[src/rtl/core/qfe_pkg.sv]
// ----------------------------------------------------------------------------
// qfe_pkg
// Shared types and constants of the quadratic feature expander.
// ----------------------------------------------------------------------------
package qfe_pkg;

  localparam int MaxCols    = 8;
  localparam int ColW       = $clog2(MaxCols);
  localparam int LenW       = 4;
  localparam int SampleW    = 16;
  localparam int IndexW     = 6;
  localparam int ValueW     = 32;
  localparam int OutDataW   = 40;
  localparam int QueueDepth = 4;
  localparam int QueuePtrW  = $clog2(QueueDepth);

  // configuration register indexes
  localparam logic CFG_QUAD_ENABLE = 1'b0;
  localparam logic CFG_ROW_LENGTH  = 1'b1;

  // one classified item handed from front to back
  typedef struct packed {
    logic [SampleW-1:0] sample;
    logic [ColW-1:0]    col;
    logic               last_col;
    logic               quad;
    logic [LenW-1:0]    len;
  } qfe_cmd_t;

  // queue status seen by the front
  typedef struct packed {
    logic full;
    logic empty;
  } qfe_qstat_t;

  typedef enum logic {
    S_LIN,
    S_PROD
  } qfe_state_t;

endpackage

[src/rtl/core/qfe_front.sv]
// ----------------------------------------------------------------------------
// qfe_front
// Accepts samples, tracks the column and tags each item for the back end.
// ----------------------------------------------------------------------------
module qfe_front import qfe_pkg::*; (
  input  logic               clk,
  input  logic               rst_n,
  input  logic               in_tvalid,
  output logic               in_tready,
  input  logic [SampleW-1:0] sample,
  input  logic               quad_en,
  input  logic [LenW-1:0]    row_len,
  input  qfe_qstat_t         qstat,
  output logic               push,
  output qfe_cmd_t           push_cmd
);

  logic [ColW-1:0] col_r;
  logic [ColW-1:0] col_nxt;
  logic [LenW-1:0] len_eff;
  logic [LenW-1:0] col_inc;

  // zero reads as one, above the store depth saturates
  always_comb begin
    if (row_len == '0) begin
      len_eff = LenW'(1);
    end else if (row_len > LenW'(MaxCols)) begin
      len_eff = LenW'(MaxCols);
    end else begin
      len_eff = row_len;
    end
  end

  assign col_inc   = LenW'(col_r) + LenW'(1);
  assign in_tready = !qstat.full;
  assign push      = in_tvalid && in_tready;

  always_comb begin
    push_cmd.sample   = sample;
    push_cmd.col      = col_r;
    push_cmd.last_col = (col_inc >= len_eff);
    push_cmd.quad     = quad_en;
    push_cmd.len      = len_eff;
  end

  assign col_nxt = push_cmd.last_col ? '0 : col_inc[ColW-1:0];

  always_ff @(posedge clk) begin
    if (!rst_n) begin
      col_r <= '0;
    end else if (push) begin
      col_r <= col_nxt;
    end
  end

endmodule

[src/rtl/core/qfe_queue.sv]
// ----------------------------------------------------------------------------
// qfe_queue
// Short FIFO of classified items between front and back.
// ----------------------------------------------------------------------------
module qfe_queue import qfe_pkg::*; (
  input  logic       clk,
  input  logic       rst_n,
  input  logic       push,
  input  qfe_cmd_t   push_cmd,
  output qfe_qstat_t qstat,
  output logic       pop_valid,
  input  logic       pop,
  output qfe_cmd_t   pop_cmd
);

  qfe_cmd_t              buf_r [QueueDepth];
  logic [QueuePtrW-1:0]  wr_ptr_r;
  logic [QueuePtrW-1:0]  rd_ptr_r;
  logic [QueuePtrW:0]    count_r;
  logic                  do_pop;

  assign qstat.full  = (count_r == (QueuePtrW+1)'(QueueDepth));
  assign qstat.empty = (count_r == '0);
  assign pop_valid   = !qstat.empty;
  assign pop_cmd     = buf_r[rd_ptr_r];
  assign do_pop      = pop && pop_valid;

  always_ff @(posedge clk) begin
    if (push) begin
      buf_r[wr_ptr_r] <= push_cmd;
    end
  end

  always_ff @(posedge clk) begin
    if (!rst_n) begin
      wr_ptr_r <= '0;
      rd_ptr_r <= '0;
      count_r  <= '0;
    end else begin
      if (push) begin
        wr_ptr_r <= wr_ptr_r + QueuePtrW'(1);
      end
      if (do_pop) begin
        rd_ptr_r <= rd_ptr_r + QueuePtrW'(1);
      end
      case ({push, do_pop})
        2'b10:   count_r <= count_r + (QueuePtrW+1)'(1);
        2'b01:   count_r <= count_r - (QueuePtrW+1)'(1);
        default: count_r <= count_r;
      endcase
    end
  end

endmodule

[src/rtl/core/qfe_back.sv]
// ----------------------------------------------------------------------------
// qfe_back
// Row store, product sequencer, multiplier and output register.
// ----------------------------------------------------------------------------
module qfe_back import qfe_pkg::*; (
  input  logic              clk,
  input  logic              rst_n,
  input  logic              cmd_valid,
  output logic              cmd_ready,
  input  qfe_cmd_t          cmd,
  output logic              out_valid,
  input  logic              out_ready,
  output logic [IndexW-1:0] out_index,
  output logic [ValueW-1:0] out_value,
  output logic              out_end
);

  qfe_state_t state_r;
  qfe_state_t state_nxt;

  logic [SampleW-1:0] row_mem [MaxCols];

  logic [ColW-1:0]   a_r;
  logic [ColW-1:0]   b_r;
  logic [LenW-1:0]   len_r;
  logic [IndexW-1:0] idx_r;

  logic adv;
  logic issue_lin;
  logic issue_prod;
  logic prod_last;
  logic b_wrap;

  // stage 1: read data and tags
  logic                      v1_r;
  logic                      lin1_r;
  logic signed [SampleW-1:0] smp1_r;
  logic signed [SampleW-1:0] rd_a_r;
  logic signed [SampleW-1:0] rd_b_r;
  logic [IndexW-1:0]         idx1_r;
  logic                      end1_r;
  logic signed [ValueW-1:0]  prod;
  logic signed [ValueW-1:0]  lin_val;

  // stage 2: output register
  logic              out_valid_r;
  logic [IndexW-1:0] out_index_r;
  logic [ValueW-1:0] out_value_r;
  logic              out_end_r;

  assign adv       = !out_valid_r || out_ready;
  assign b_wrap    = (LenW'(b_r) + LenW'(1) == len_r);
  assign prod_last = (LenW'(a_r) + LenW'(1) == len_r) && b_wrap;

  always_comb begin
    state_nxt = state_r;
    unique case (state_r)
      S_LIN: begin
        if (adv && cmd_valid && cmd.last_col && cmd.quad) begin
          state_nxt = S_PROD;
        end
      end
      S_PROD: begin
        if (adv && prod_last) begin
          state_nxt = S_LIN;
        end
      end
      default: state_nxt = S_LIN;
    endcase
  end

  always_comb begin
    cmd_ready  = 1'b0;
    issue_prod = 1'b0;
    unique case (state_r)
      S_LIN:   cmd_ready  = adv;
      S_PROD:  issue_prod = adv;
      default: cmd_ready  = 1'b0;
    endcase
  end

  assign issue_lin = cmd_ready && cmd_valid;

  always_ff @(posedge clk) begin
    if (!rst_n) begin
      state_r <= S_LIN;
      idx_r   <= IndexW'(1);
    end else begin
      state_r <= state_nxt;
      if (issue_lin) begin
        idx_r <= (cmd.last_col && !cmd.quad) ? IndexW'(1) : idx_r + IndexW'(1);
      end else if (issue_prod) begin
        idx_r <= prod_last ? IndexW'(1) : idx_r + IndexW'(1);
      end
    end
  end

  // upper-triangle walk: outer a, inner b from a to len-1
  always_ff @(posedge clk) begin
    if (issue_lin) begin
      a_r   <= '0;
      b_r   <= '0;
      len_r <= cmd.len;
    end else if (issue_prod) begin
      if (b_wrap) begin
        a_r <= a_r + ColW'(1);
        b_r <= a_r + ColW'(1);
      end else begin
        b_r <= b_r + ColW'(1);
      end
    end
  end

  always_ff @(posedge clk) begin
    if (issue_lin) begin
      row_mem[cmd.col] <= cmd.sample;
    end
    if (adv) begin
      rd_a_r <= row_mem[a_r];
      rd_b_r <= row_mem[b_r];
    end
  end

  always_ff @(posedge clk) begin
    if (!rst_n) begin
      v1_r <= 1'b0;
    end else if (adv) begin
      v1_r <= issue_lin || issue_prod;
    end
  end

  always_ff @(posedge clk) begin
    if (adv) begin
      lin1_r <= issue_lin;
      smp1_r <= cmd.sample;
      idx1_r <= idx_r;
      end1_r <= issue_lin ? (cmd.last_col && !cmd.quad) : prod_last;
    end
  end

  assign prod    = rd_a_r * rd_b_r;
  assign lin_val = {smp1_r[SampleW-1], smp1_r, 15'b0};

  always_ff @(posedge clk) begin
    if (!rst_n) begin
      out_valid_r <= 1'b0;
    end else if (adv) begin
      out_valid_r <= v1_r;
    end
  end

  always_ff @(posedge clk) begin
    if (adv) begin
      out_index_r <= idx1_r;
      out_value_r <= lin1_r ? lin_val : prod;
      out_end_r   <= end1_r;
    end
  end

  assign out_valid = out_valid_r;
  assign out_index = out_index_r;
  assign out_value = out_value_r;
  assign out_end   = out_end_r;

endmodule

[src/rtl/core/quadratic_feature_expander.sv]
// ----------------------------------------------------------------------------
// quadratic_feature_expander
// Degree-2 polynomial feature expansion of rows of Q1.15 samples into Q2.30.
// ----------------------------------------------------------------------------
//
//  channel | dir | handshake                  | payload
//  --------+-----+----------------------------+---------------------------------
//  in_     | in  | in_tvalid / in_tready      | tdata[15:0] sample
//  out_    | out | out_tvalid / out_tready    | tdata[5:0] index, [37:6] value,
//          |     |                            | tlast row end
//  cfg_    | in  | cfg_valid / cfg_ready      | cfg_index, cfg_data[3:0]
//
//  Each item's linear feature passes through the stage 1 registers and then
//  the output register. On the last column with quad_enable set,
//  len*(len+1)/2 product features follow, one per cycle unless out_tready
//  stalls, paced by the single 16x16 multiplier stage (36 products for an
//  8-column row, 44 features with its linear features).
//  Reset is synchronous; the row store needs no clearing pass.
//  An out_tready stall freezes the back end; the 4-entry queue keeps the
//  input side open until it fills.
// ----------------------------------------------------------------------------
module quadratic_feature_expander import qfe_pkg::*; (
  input  logic                clk,
  input  logic                rst_n,
  // sample item: [15:0] sample
  input  logic                in_tvalid,
  output logic                in_tready,
  input  logic [SampleW-1:0]  in_tdata,
  // feature item: [5:0] feature_index, [37:6] feature_value, [39:38] zero
  output logic                out_tvalid,
  input  logic                out_tready,
  output logic [OutDataW-1:0] out_tdata,
  output logic                out_tlast,
  // register writes: index 0 quad_enable, index 1 row_length
  input  logic                cfg_valid,
  output logic                cfg_ready,
  input  logic                cfg_index,
  input  logic [LenW-1:0]     cfg_data
);

  logic            quad_en_r;
  logic [LenW-1:0] row_len_r;

  qfe_qstat_t qstat;
  logic       push;
  qfe_cmd_t   push_cmd;
  logic       q_valid;
  logic       q_pop;
  qfe_cmd_t   q_cmd;

  logic [IndexW-1:0] feat_index;
  logic [ValueW-1:0] feat_value;

  // registers are writable any cycle
  assign cfg_ready = 1'b1;

  always_ff @(posedge clk) begin
    if (!rst_n) begin
      quad_en_r <= 1'b0;
      row_len_r <= LenW'(1);
    end else if (cfg_valid && cfg_ready) begin
      case (cfg_index)
        CFG_QUAD_ENABLE: quad_en_r <= cfg_data[0];
        CFG_ROW_LENGTH:  row_len_r <= cfg_data;
        default:         quad_en_r <= quad_en_r;
      endcase
    end
  end

  qfe_front u_front (
    .clk      (clk),
    .rst_n    (rst_n),
    .in_tvalid(in_tvalid),
    .in_tready(in_tready),
    .sample   (in_tdata),
    .quad_en  (quad_en_r),
    .row_len  (row_len_r),
    .qstat    (qstat),
    .push     (push),
    .push_cmd (push_cmd)
  );

  qfe_queue u_queue (
    .clk      (clk),
    .rst_n    (rst_n),
    .push     (push),
    .push_cmd (push_cmd),
    .qstat    (qstat),
    .pop_valid(q_valid),
    .pop      (q_pop),
    .pop_cmd  (q_cmd)
  );

  qfe_back u_back (
    .clk      (clk),
    .rst_n    (rst_n),
    .cmd_valid(q_valid),
    .cmd_ready(q_pop),
    .cmd      (q_cmd),
    .out_valid(out_tvalid),
    .out_ready(out_tready),
    .out_index(feat_index),
    .out_value(feat_value),
    .out_end  (out_tlast)
  );

  assign out_tdata = {2'b00, feat_value, feat_index};

endmodule

[config.mk]
export PLATFORM = sky130hd
export DESIGN_NAME = quadratic_feature_expander
export DESIGN_NICKNAME = d
export VERILOG_FILES = /design/src/rtl/core/qfe_pkg.sv /design/src/rtl/core/qfe_front.sv /design/src/rtl/core/qfe_queue.sv /design/src/rtl/core/qfe_back.sv /design/src/rtl/core/quadratic_feature_expander.sv
export SDC_FILE = /design/constraint.sdc
export NUM_CORES = 1
export LEC_CHECK = 0
export BUFFER_PORTS_ARGS = -buffer_cell sky130_fd_sc_hd__buf_2
export CAP_MARGIN = 0
export CORE_MARGIN = 8
export CORE_UTILIZATION = 58
export CTS_CLUSTER_SIZE = 20
export DETAILED_ROUTE_END_ITERATION = 10
export PLACE_DENSITY_LB_ADDON = 0.3
export SYNTH_ARGS = -nofsm -noshare
export SYNTH_HDL_FRONTEND = slang
export SYNTH_HIERARCHICAL = 1
export SYNTH_SLANG_ARGS = --single-unit
[constraint.sdc]
create_clock -name clk -period 5.56 [get_ports clk]
set_input_delay 0.834 -clock clk [delete_from_list [all_inputs] [get_ports clk]]
set_output_delay 0.834 -clock clk [all_outputs]
set_load 0.02 [all_outputs]
**Yosys cells after proc, flatten, opt, wreduce, memory -nomap -nowiden**

Memory sizes are Yosys's and may differ from the RTL's. A register that Yosys moved wholly into a read port is not among the register bits.
Index checks and enable logic that the tools add are counted.

- Flip-flop bits (word level): 97
- Bits in latches: 0
- Memory bits (writable): 228
- Memory bits (read-only): 0
- Input port bits: 26
- Output and inout bits: 44
- Word-level logic and storage cells: 86
- Memories kept: 2

Memories:

| name | depth | width | read ports | clocked after Yosys merged registers in | wr ports | line | text |
|---|---|---|---|---|---|---|---|
| u_back.row_mem | 8 | 16 | 2 | 2 | 1 | qfe_back.sv:21 | `logic [SampleW-1:0] row_mem [MaxCols];` |
| u_queue.buf_r | 4 | 25 | 1 | 1 | 1 | qfe_queue.sv:16 | `qfe_cmd_t buf_r [QueueDepth];` |

- Add/sub/neg operators: 10
- Multiply operators: 1
- Div/mod/pow operators: 0
- Magnitude comparators: 2
- Eq/ne operators: 5
- Shifts and indexed selects: 0
- Muxes and demuxes: 22
- Bitwise gates (word level): 2
- Reduce and logical (&&, ||, !) cells: 21

Operator list:

| cell | number |
|---|---|
| 16-bit by 16-bit multiplier with 32-bit output | 1 |
| 32-bit 2-to-1 mux | 1 |
| 6-bit 2-to-1 mux | 4 |
| 3-bit by 1-bit adder with 4-bit output (second input constant) | 3 |
| 3-bit by 1-bit adder with 3-bit output (second input constant) | 3 |
| 1-bit 2-to-1 mux | 9 |
| 4-bit == test | 2 |
| 1-bit logical AND | 8 |
| 4-bit 2-to-1 mux | 2 |
| 6-bit by 1-bit adder with 6-bit output (second input constant) | 1 |
| 3-bit 2-to-1 mux | 2 |
| 3-bit one-hot mux with 2 select lines | 1 |
| 2-bit AND reduction | 3 |
| 2-bit by 1-bit adder with 2-bit output (second input constant) | 2 |
| 4-bit >= comparator | 1 |
| 4-bit > comparator (second input constant) | 1 |
| 1-bit zero test | 4 |
| 4-bit zero test | 1 |
| 2-bit 2-to-1 mux | 2 |
| 2-bit nonzero test | 2 |
| 3-bit == test (second input constant) | 1 |
| 3-bit zero test | 1 |
| 3-bit by 1-bit subtractor with 3-bit output (second input constant) | 1 |
| 2-bit by 1-bit == test with 1-bit output (second input constant) | 1 |
| 4 further kinds | 6 |

**Logic depth before layout (Yosys ltp)**

Gate-level depths: netlist of the first run.

- Depth in word-level cells: 7
- Mapped depth: 24
- Gate-level depth less buffers: 22

**Cells and area by module**

Netlist of the first run, hierarchy kept.

Modules (own cells, without submodules):

| module | times used | cells each | area an instance (µm²) | sequential area each (µm²) |
|---|---|---|---|---|
| qfe_back | 1 | 1609 | 19626.3 | 7116.8 |
| qfe_queue | 1 | 181 | 4125.2 | 3183.1 |
| qfe_front | 1 | 56 | 447.9 | 60.1 |
| quadratic_feature_expander | 1 | 28 | 247.7 | 100.1 |

**Worst setup path before layout of the first run**

Ideal clock, no wire load.

- Kind: register to register
- Start point: register u_back.rd_a_r[15], read port of u_back.row_mem
- End point: register u_back.out_value_r[29] (netlist: u_back/out_value[29]), data pin
- Library setup time: 0.256 ns
- Data arrival time: 5.910 ns
- Data required time: 5.304 ns
- Path slack: -0.606 ns
- Cell stages (with the launch flop): 21
- Buffers on the path: 1
- Period minus slack after synthesis: 6.166 ns
- Cells stage by stage: edfxtp_1 > clkbuf_1 > nand2_1 > inv_1 > fa_1 > fa_1 > fa_1 > fa_1 > fa_1 > inv_1 > fa_1 > inv_1 > ha_1 > a21oi_1 > o211ai_1 > a21o_1 > a21oi_1 > o21ai_2 > a21o_1 > a211o_1 > a22o_1

- Cells in the longest elaborated chain, start to end: 2

Ends and longest elaborated chain:

| what | line | text |
|---|---|---|
| start, declared | qfe_back.sv:38 | `logic signed [SampleW-1:0] rd_a_r;` |
| 16-bit by 16-bit multiplier with 32-bit output | qfe_back.sv:141 | `assign prod = rd_a_r * rd_b_r;` |
| 32-bit 2-to-1 mux | qfe_back.sv:155 | `out_value_r <= lin1_r ? lin_val : prod;` |
| end signal, assigned | qfe_back.sv:155 |  |
| end, declared | qfe_back.sv:48 | `logic [ValueW-1:0] out_value_r;` |

No other way between the ends.
A chain may end at the register's enable or synchronous reset.

**Worst setup path after layout of the first run**

Same ends and word-level chain as after synthesis.

==> results of run 1 <==
## synth_stat cells (3+ instances only)
library cell	number	area (sq um)
mux4_2	84	1890
or3_1	3	18.8
a21o_1	11	82.6
nand4_1	6	37.5
xor2_1	23	201
o211ai_1	7	52.6
buf_1	3	11.3
dfxtp_1	32	641
o21bai_1	4	30.0
buf_4	20	150
a211oi_1	7	52.6
o21ai_1	8	40.0
nor3_1	9	45.0
ha_1	95	1190
inv_1	290	1090
a21oi_2	3	26.3
fa_1	263	5270
nor2b_1	8	50.1
a21boi_1	3	22.5
o21a_1	3	22.5
edfxtp_1	327	9820
a21oi_1	22	110
mux4_1	5	131
o21ai_2	4	35.0
buf_2	11	55.1
and2_1	129	807
mux2i_1	6	60.1
nor2_1	55	206
nand3_1	10	50.1
xnor2_1	28	245
nand2b_1	10	62.6
mux2_2	16	180
and3_1	7	43.8
clkbuf_1	51	191
nand2_1	225	845
a22o_1	3	26.3
o21ai_0	28	140
a31oi_1	4	25.0
## metal layers
| metal | part of all wire (%) | wire length (um) |
|---|---|---|
| met1 | 38 | 20300 |
| met2 | 53 | 28000 |
| met3 | 5.4 | 2860 |
| met4 | 3.9 | 2100 |
| met5 | 0 | 0 |
## area by class of cell
cell class / instances / area (sq um) / share of cell area [%]
Sequential cell: 359 / 10500 / 37.0
Clock inverter: 16 / 121 / 0.430
Inverter: 293 / 1100 / 3.90
Antenna cell: 1 / 2.50 / 0.00886
Tap cell: 539 / 674 / 2.39
Timing Repair Buffer: 264 / 1990 / 7.05
Multi-Input combinational cell: 1132 / 12900 / 45.8
Clock buffer: 46 / 970 / 3.43
## stage by stage
step	setup slack (ns)	hold WS [ns]
2_1_floorplan	-0.288	0.400
3_3_place_gp	-0.485	0.405
3_5_place_dp	-0.529	0.407
4_1_cts	-0.426	0.420
5_1_grt	-0.624	0.420
6_report	-0.437	0.419
## cells in the final DEF, fill, tap and decap left out, types with 9 or more instances in the layout
cell,n
buf_4,168
a21o_1,11
nand3_1,9
and2_4,16
o21ai_1,11
a21oi_1,12
xor2_1,22
xnor2_1,25
nand2_1,215
buf_2,67
nand2_2,10
edfxtp_1,327
inv_1,277
mux2_2,16
dfxtp_1,30
mux4_2,84
buf_6,21
inv_2,13
ha_1,81
nor2_1,49
and2_1,115
clkbuf_16,37
nand2b_1,10
ha_4,12
o21ai_0,22
fa_1,255
a21oi_2,13
## worst min path at each step
stage,start,endpoint,slack [ns],cells past startpoint
5_1_grt,u_back/idx1_r[2],u_back/out_index[2],0.42,0
4_1_cts,u_back/idx1_r[2],u_back/out_index[2],0.42,0
2_1_floorplan,u_back/end1_r,u_back/out_end,0.40,0
3_5_place_dp,u_back/idx1_r[2],u_back/out_index[2],0.41,0
6_report,u_back/idx1_r[4],u_back/out_index[4],0.42,0
3_3_place_gp,u_back/end1_r,u_back/out_end,0.40,0
## worst reg2reg max path: cells and delay by family (launching register included)
kind / cells / cell delay (ns)
buf+inv: 5 / 0.53
compound gates: 7 / 1.21
simple gates: 2 / 0.19
flops: 1 / 0.42
fa+ha+maj: 7 / 3.39
## what timing repair did
action | CTS | global route
gates resized for setup | 41 | 71
pin swaps | 48 | 44
setup buffers | 29 | 9
endpoints found under the setup margin | 17 | 19
endpoints found under the hold margin | 0 | 0
hold buffers | 0 | 0
## cell families (layout without fill, tap and decap cells)
kind of cell | Yosys count | in the layout | share of synthesized area [%]
xor gates and xnor gates | 51 | 51 | 1.83
and+or+nand+nor | 480 | 480 | 9.47
muxes | 111 | 111 | 9.26
AOI/OAI and AO/OA | 129 | 129 | 3.77
buffers and inverters | 384 | 619 | 6.46
adders and majority gates | 358 | 358 | 26.4
DFF | 359 | 359 | 42.8
other | 2 | 4 | 0.0307
## registers in the layout, indices dropped and copies added, names as in the netlist, 6 cells and up, named ones only
signal	count
u_back/out_index	6
u_back/idx1_r	6
u_back/row_mem	128
u_back/out_value	32
u_back/smp1_r	16
u_back/rd_a_r	16
u_back/idx_r	6
u_queue/buf_r	100
u_back/rd_b_r	16
==> run_results.csv, run 1 <==
group,metric,value,unit
floorplanning,core,41800,sq um
synth,synth-seq-cells,359,
synth,yosys_warnings,6,
detailed_routing,drc,0,
setup_path,critical_path.cell_chain,"buf_6, and2_4, fa_2, buf_6, fa_2, buf_12, fa_1, fa_1, fa_1, inv_2, fa_1, inv_2, ha_4, nand2_2, o211ai_1, a21o_1, a21oi_2, o21ai_4, a21o_1, a211o_1, a22o_1",
sta,timing.fmax,167,MHz
setup_path,cp-end-kind,"register",
clocking,cts_buffers,35,
setup_path,rr_endpoint,"u_back/out_value[29]",
hold_path,hold_class,"reg2reg",
floorplanning,rows,75,
layout,nFillCells,2801,
setup_path,crit_top_cell,"fa_1",
run_status,status,"complete, but fails checks",
setup_path,worst-path-buf-inv,5,
clocking,cts_buffer_depth,3,
sta,slew_headroom,17.1,%
sta,fin_setup_tns,-4.51,ns
detailed_routing,wl_per_cell,20.1,um
run_status,violations,"negative setup slack",
global_routing,gr-usage-all-layers,21.9,%
setup_path,cp-endpoint,"u_back/out_value[29]",
floorplanning,dieArea,49000,sq um
detailed_routing,drt_wl_total,53.2,mm
synth,synth-edff-count,327,
global_routing,grt_max_degree,65,
placement,gp_congestion,0.855,
placement,dp_cells,2551,
synth,yosysSeqAreaShare,42.8,%
floorplanning,initial_core_util,58.5,%
placement,portBuffers,66,
sta,finalSetupViolations,16,
synth,syn-cell-area,24400,sq um
sta,finalCritPeriodShare,108,%
placement,hpwl,38.4,mm
clocking,cts.sinks,359,
clocking,root_buffer,"clkbuf_16",
setup_path,cp_slowest_cell,"fa_2",
sta,hold_viol,0,
global_routing,grtUsageMet1,26.6,%
layout,postLayoutCellArea,28300,sq um
setup_path,cp_top_family,"adder cells",
setup_path,regToRegStartpoint,"u_back/rd_a_r[15]",
floorplanning,ioPinCount,70,
setup_path,start_kind,"register",
setup_path,cp.arrival,6.26,ns
global_routing,grt_pass1_vias,16100,
global_routing,grt_overflow,0,
detailed_routing,num_vias,15000,
sta,tightest_slew,1.24,ns
synth,avgSynthCellArea,13.0,sq um
setup_path,required,5.83,ns
synth,async_flop_share,0,%
layout,layoutNonFillerInstCount,2650,
layout,fin_nets,2469,
run,drv_cap,0,
placement,place_area,26400,sq um
global_routing,grt_pass1_wl,85.9,mm
synth,synthFlopType,"edfxtp_1",
layout,finish.utilization,67.7,%
clocking,htree_levels,2,
detailed_routing,vias_per_cell,5.64,
detailed_routing,drt_iter0_drc,893,
layout,area_growth,15.6,%
layout,drive_above_1_share,25.6,%
sta,layout_setup_ws,-0.437,ns
global_routing,met3_usage,2.99,%
setup_path,startpoint,"u_back/rd_a_r[15]",
synth,synth.distinct_cells,74,
detailed_routing,drtPass1Iterations,5,
global_routing,antenna_found_initial,1,
global_routing,met2_usage,39.2,%
sta,skew,0.0151,ns
sta,slew_viol_final,0,
sta,rsz0062_at_grt,"true",
clocking,clock_latency,0.52,ns
setup_path,r2r_cells,21,
floorplanning,die_h,221,um
clocking,cts_tree,"built",
detailed_routing,ant_nets,0,
setup_path,ff2ff_setup_slack,-0.44,ns
setup_path,cp.depth,21,
global_routing,busiest_layer,"met2",
clocking,path_clk_slew,0.06,ns
setup_path,crit_fanout,4,
floorplanning,fp.dieW,221,um
synth,postSynthCellCount,1874,
setup_path,max_stage_delay,0.64,ns
setup_path,critPathKind,"reg2reg",
sta,finalCriticalPeriod,6.00,ns
Power of run 1 is left out: the tool's default activity adds up to more than one toggle a clock period on the data nets, which glitch-free logic cannot reach.
==> run 2, diff against run 1 <==
CORE_UTILIZATION = 60   (was 58)
RECOVER_POWER = 50   (was unset)
clock period = 7.2 ns   (was 5.56 ns; I/O delays follow)
==> run 2 against run 1 <==
Net effect:
- the flow finishes with violations (max-capacitance violations, max-slew violations)
- clock skew up 0.0017 ns
- global-route usage down 0.39 points
- cell count down 7.1%
- register-to-register slack better by 0.99 ns
- via count down 6.0%
- maximum frequency down 9.8%
- die area down 3.1%
- non-clock buffer count down 181
==> run_results.csv, run 2 (same netlist as run 1, synthesis figures left out) <==
group,metric,value,unit
sta,rsz0062_at_grt,"false",
setup_path,required,7.47,ns
hold_path,hp-start,"u_back/idx1_r[0]",
sta,finalCritPeriodShare,92.4,%
sta,finalCriticalPeriod,6.65,ns
run_status,status,"complete, but fails checks",
setup_path,cp.depth,20,
setup_path,cp_slowest_cell,"edfxtp_1",
detailed_routing,drt_wl_total,49.0,mm
sta,slew_headroom,-109,%
clocking,cts.sinks,359,
detailed_routing,wl_met1,19.2,mm
floorplanning,rows,74,
setup_path,crit_top_cell,"fa_1",
setup_path,critical_path.cell_chain,"and2_1, fa_1, inv_1, fa_1, inv_1, fa_1, inv_1, fa_1, fa_1, fa_1, inv_1, ha_1, a21o_1, a31oi_1, o211ai_1, a21oi_2, o21ai_2, a21o_1, a211o_1, a22o_1",
placement,gp_congestion,0.877,
detailed_routing,drc,0,
detailed_routing,drt_iter0_drc,868,
layout,drive_above_1_share,11.6,%
clocking,path_clk_slew,0.06,ns
sta,skew,0.0168,ns
detailed_routing,drtPass1Iterations,5,
setup_path,regToRegStartpoint,"u_back/rd_b_r[1]",
detailed_routing,route.met3.wl,2.96,mm
sta,tightest_slew,3.14,ns
layout,nFillCells,2976,
detailed_routing,top_layer,"met4",
detailed_routing,vias_per_cell,5.71,
global_routing,grt_pass1_wl,81.0,mm
clocking,cts_tree,"built",
setup_path,startpoint,"u_back/rd_b_r[1]",
floorplanning,fp.dieW,218,um
clocking,cts_setup_buffers,0,
setup_path,worst-path-buf-inv,4,
setup_path,crit_fanout,16,
layout,diodes,0,
clocking,root_buffer,"clkbuf_16",
setup_path,cp-end-kind,"register",
placement,hpwl,35.8,mm
global_routing,grt_overflow,0,
run_status,violations,"max-capacitance violations, max-slew violations",
clocking,clock_latency,0.52,ns
clocking,hold_buffers,0,
global_routing,antenna_found_initial,0,
layout,regMostFlops,"u_back/row_mem",
layout,finish.utilization,64.5,%
detailed_routing,wl_per_cell,19.9,um
detailed_routing,ant_nets,0,
hold_path,hold_class,"reg2reg",
sta,timing.fmax,150,MHz
global_routing,grt_pass1_vias,15500,
setup_path,cp.arrival,6.92,ns
clocking,cts_buffer_depth,3,
sta,fin_setup_tns,0,ns
detailed_routing,num_vias,14100,
layout,final_common_cell,"edfxtp_1",
floorplanning,die_h,218,um
clocking,cts_buffers,34,
layout,multiInputGateArea,12400,sq um
setup_path,max_stage_delay,0.67,ns
sta,hold_viol,0,
global_routing,gr-usage-all-layers,21.5,%
setup_path,start_kind,"register",
clocking,htree_levels,2,
floorplanning,core,40600,sq um
setup_path,r2r_cells,20,
layout,largest_register_ffs,128,
setup_path,cp_top_family,"adder cells",
layout,regArea,10500,sq um
sta,slew_viol_final,103,
floorplanning,initial_core_util,60.3,%
clocking,ctsResizeCount,0,
layout,area_growth,7.07,%
layout,fin_nets,2287,
hold_path,holdPathStages,0,
sta,finalSetupViolations,0,
run,drv_cap,3,
setup_path,critPathKind,"reg2reg",
global_routing,grt_max_degree,64,
layout,final_cell_mix,"327 x edfxtp_1, 289 x inv_1, 263 x fa_1",
detailed_routing,wl_met2,25.3,mm
floorplanning,dieArea,47500,sq um
placement,portBuffers,66,
floorplanning,ioPinCount,70,
run 2: changes by cell type in the layout (fill, tap and decap cells not counted), sizes merged, moves of 2 or more:
| cell | delta |
|---|---|
| buf | -224 |
| clkinv | +3 |
| clkbuf | +39 |
| inv | -2 |
| bufinv | +2 |
run 2: worst paths after layout:
path	to	slack, ns
max reg2reg	u_back/out_value[29]	0.55
min	u_back/out_index[0]	0.42
min reg2reg	u_back/out_index[0]	0.42
max	u_back/out_value[29]	0.55
run 2: final cells by class:
class | instances | share of cell area (%)
clock buffer | 42 | 3.61
tap | 532 | 2.54
timing repair buffer | 83 | 1.51
inverter | 293 | 4.21
multi-input combinational | 1132 | 47.5
sequential | 359 | 40.0
clock inverter | 20 | 0.688
run 2: worst register-to-register path, delay by kind of cell, from the launching register on:
family	cells	cell delay [ns]
buffers and inverters	4	0.22
adders and majority gates	7	3.52
and+or+nand+nor	1	0.31
AOI/OAI and AO/OA	8	1.69
DFF	1	0.67
run 2: metal layers:
| metal | vias to the layer above | global-route usage, % |
|---|---|---|
| met1 | 7187 | 27.1 |
| met4 | 0 | 8.06 |
| met3 | 102 | 3.54 |
| met2 | 456 | 37.3 |
| met5 | - | 0 |
| li1 | 6311 | - |
run 2: stage by stage:
step	setup WS (ns)	instances	hold slack, ns	cell area (sq um)
2_1_floorplan	1.03	1875	0.400	24500
3_3_place_gp	0.708	2399	0.403	25200
3_5_place_dp	0.600	2399	0.405	25200
4_1_cts	0.585	2461	0.419	26300
5_1_grt	0.256	2461	0.425	26200
6_report	0.549	2461	0.419	26200
Power of run 2 is left out for the same reason.
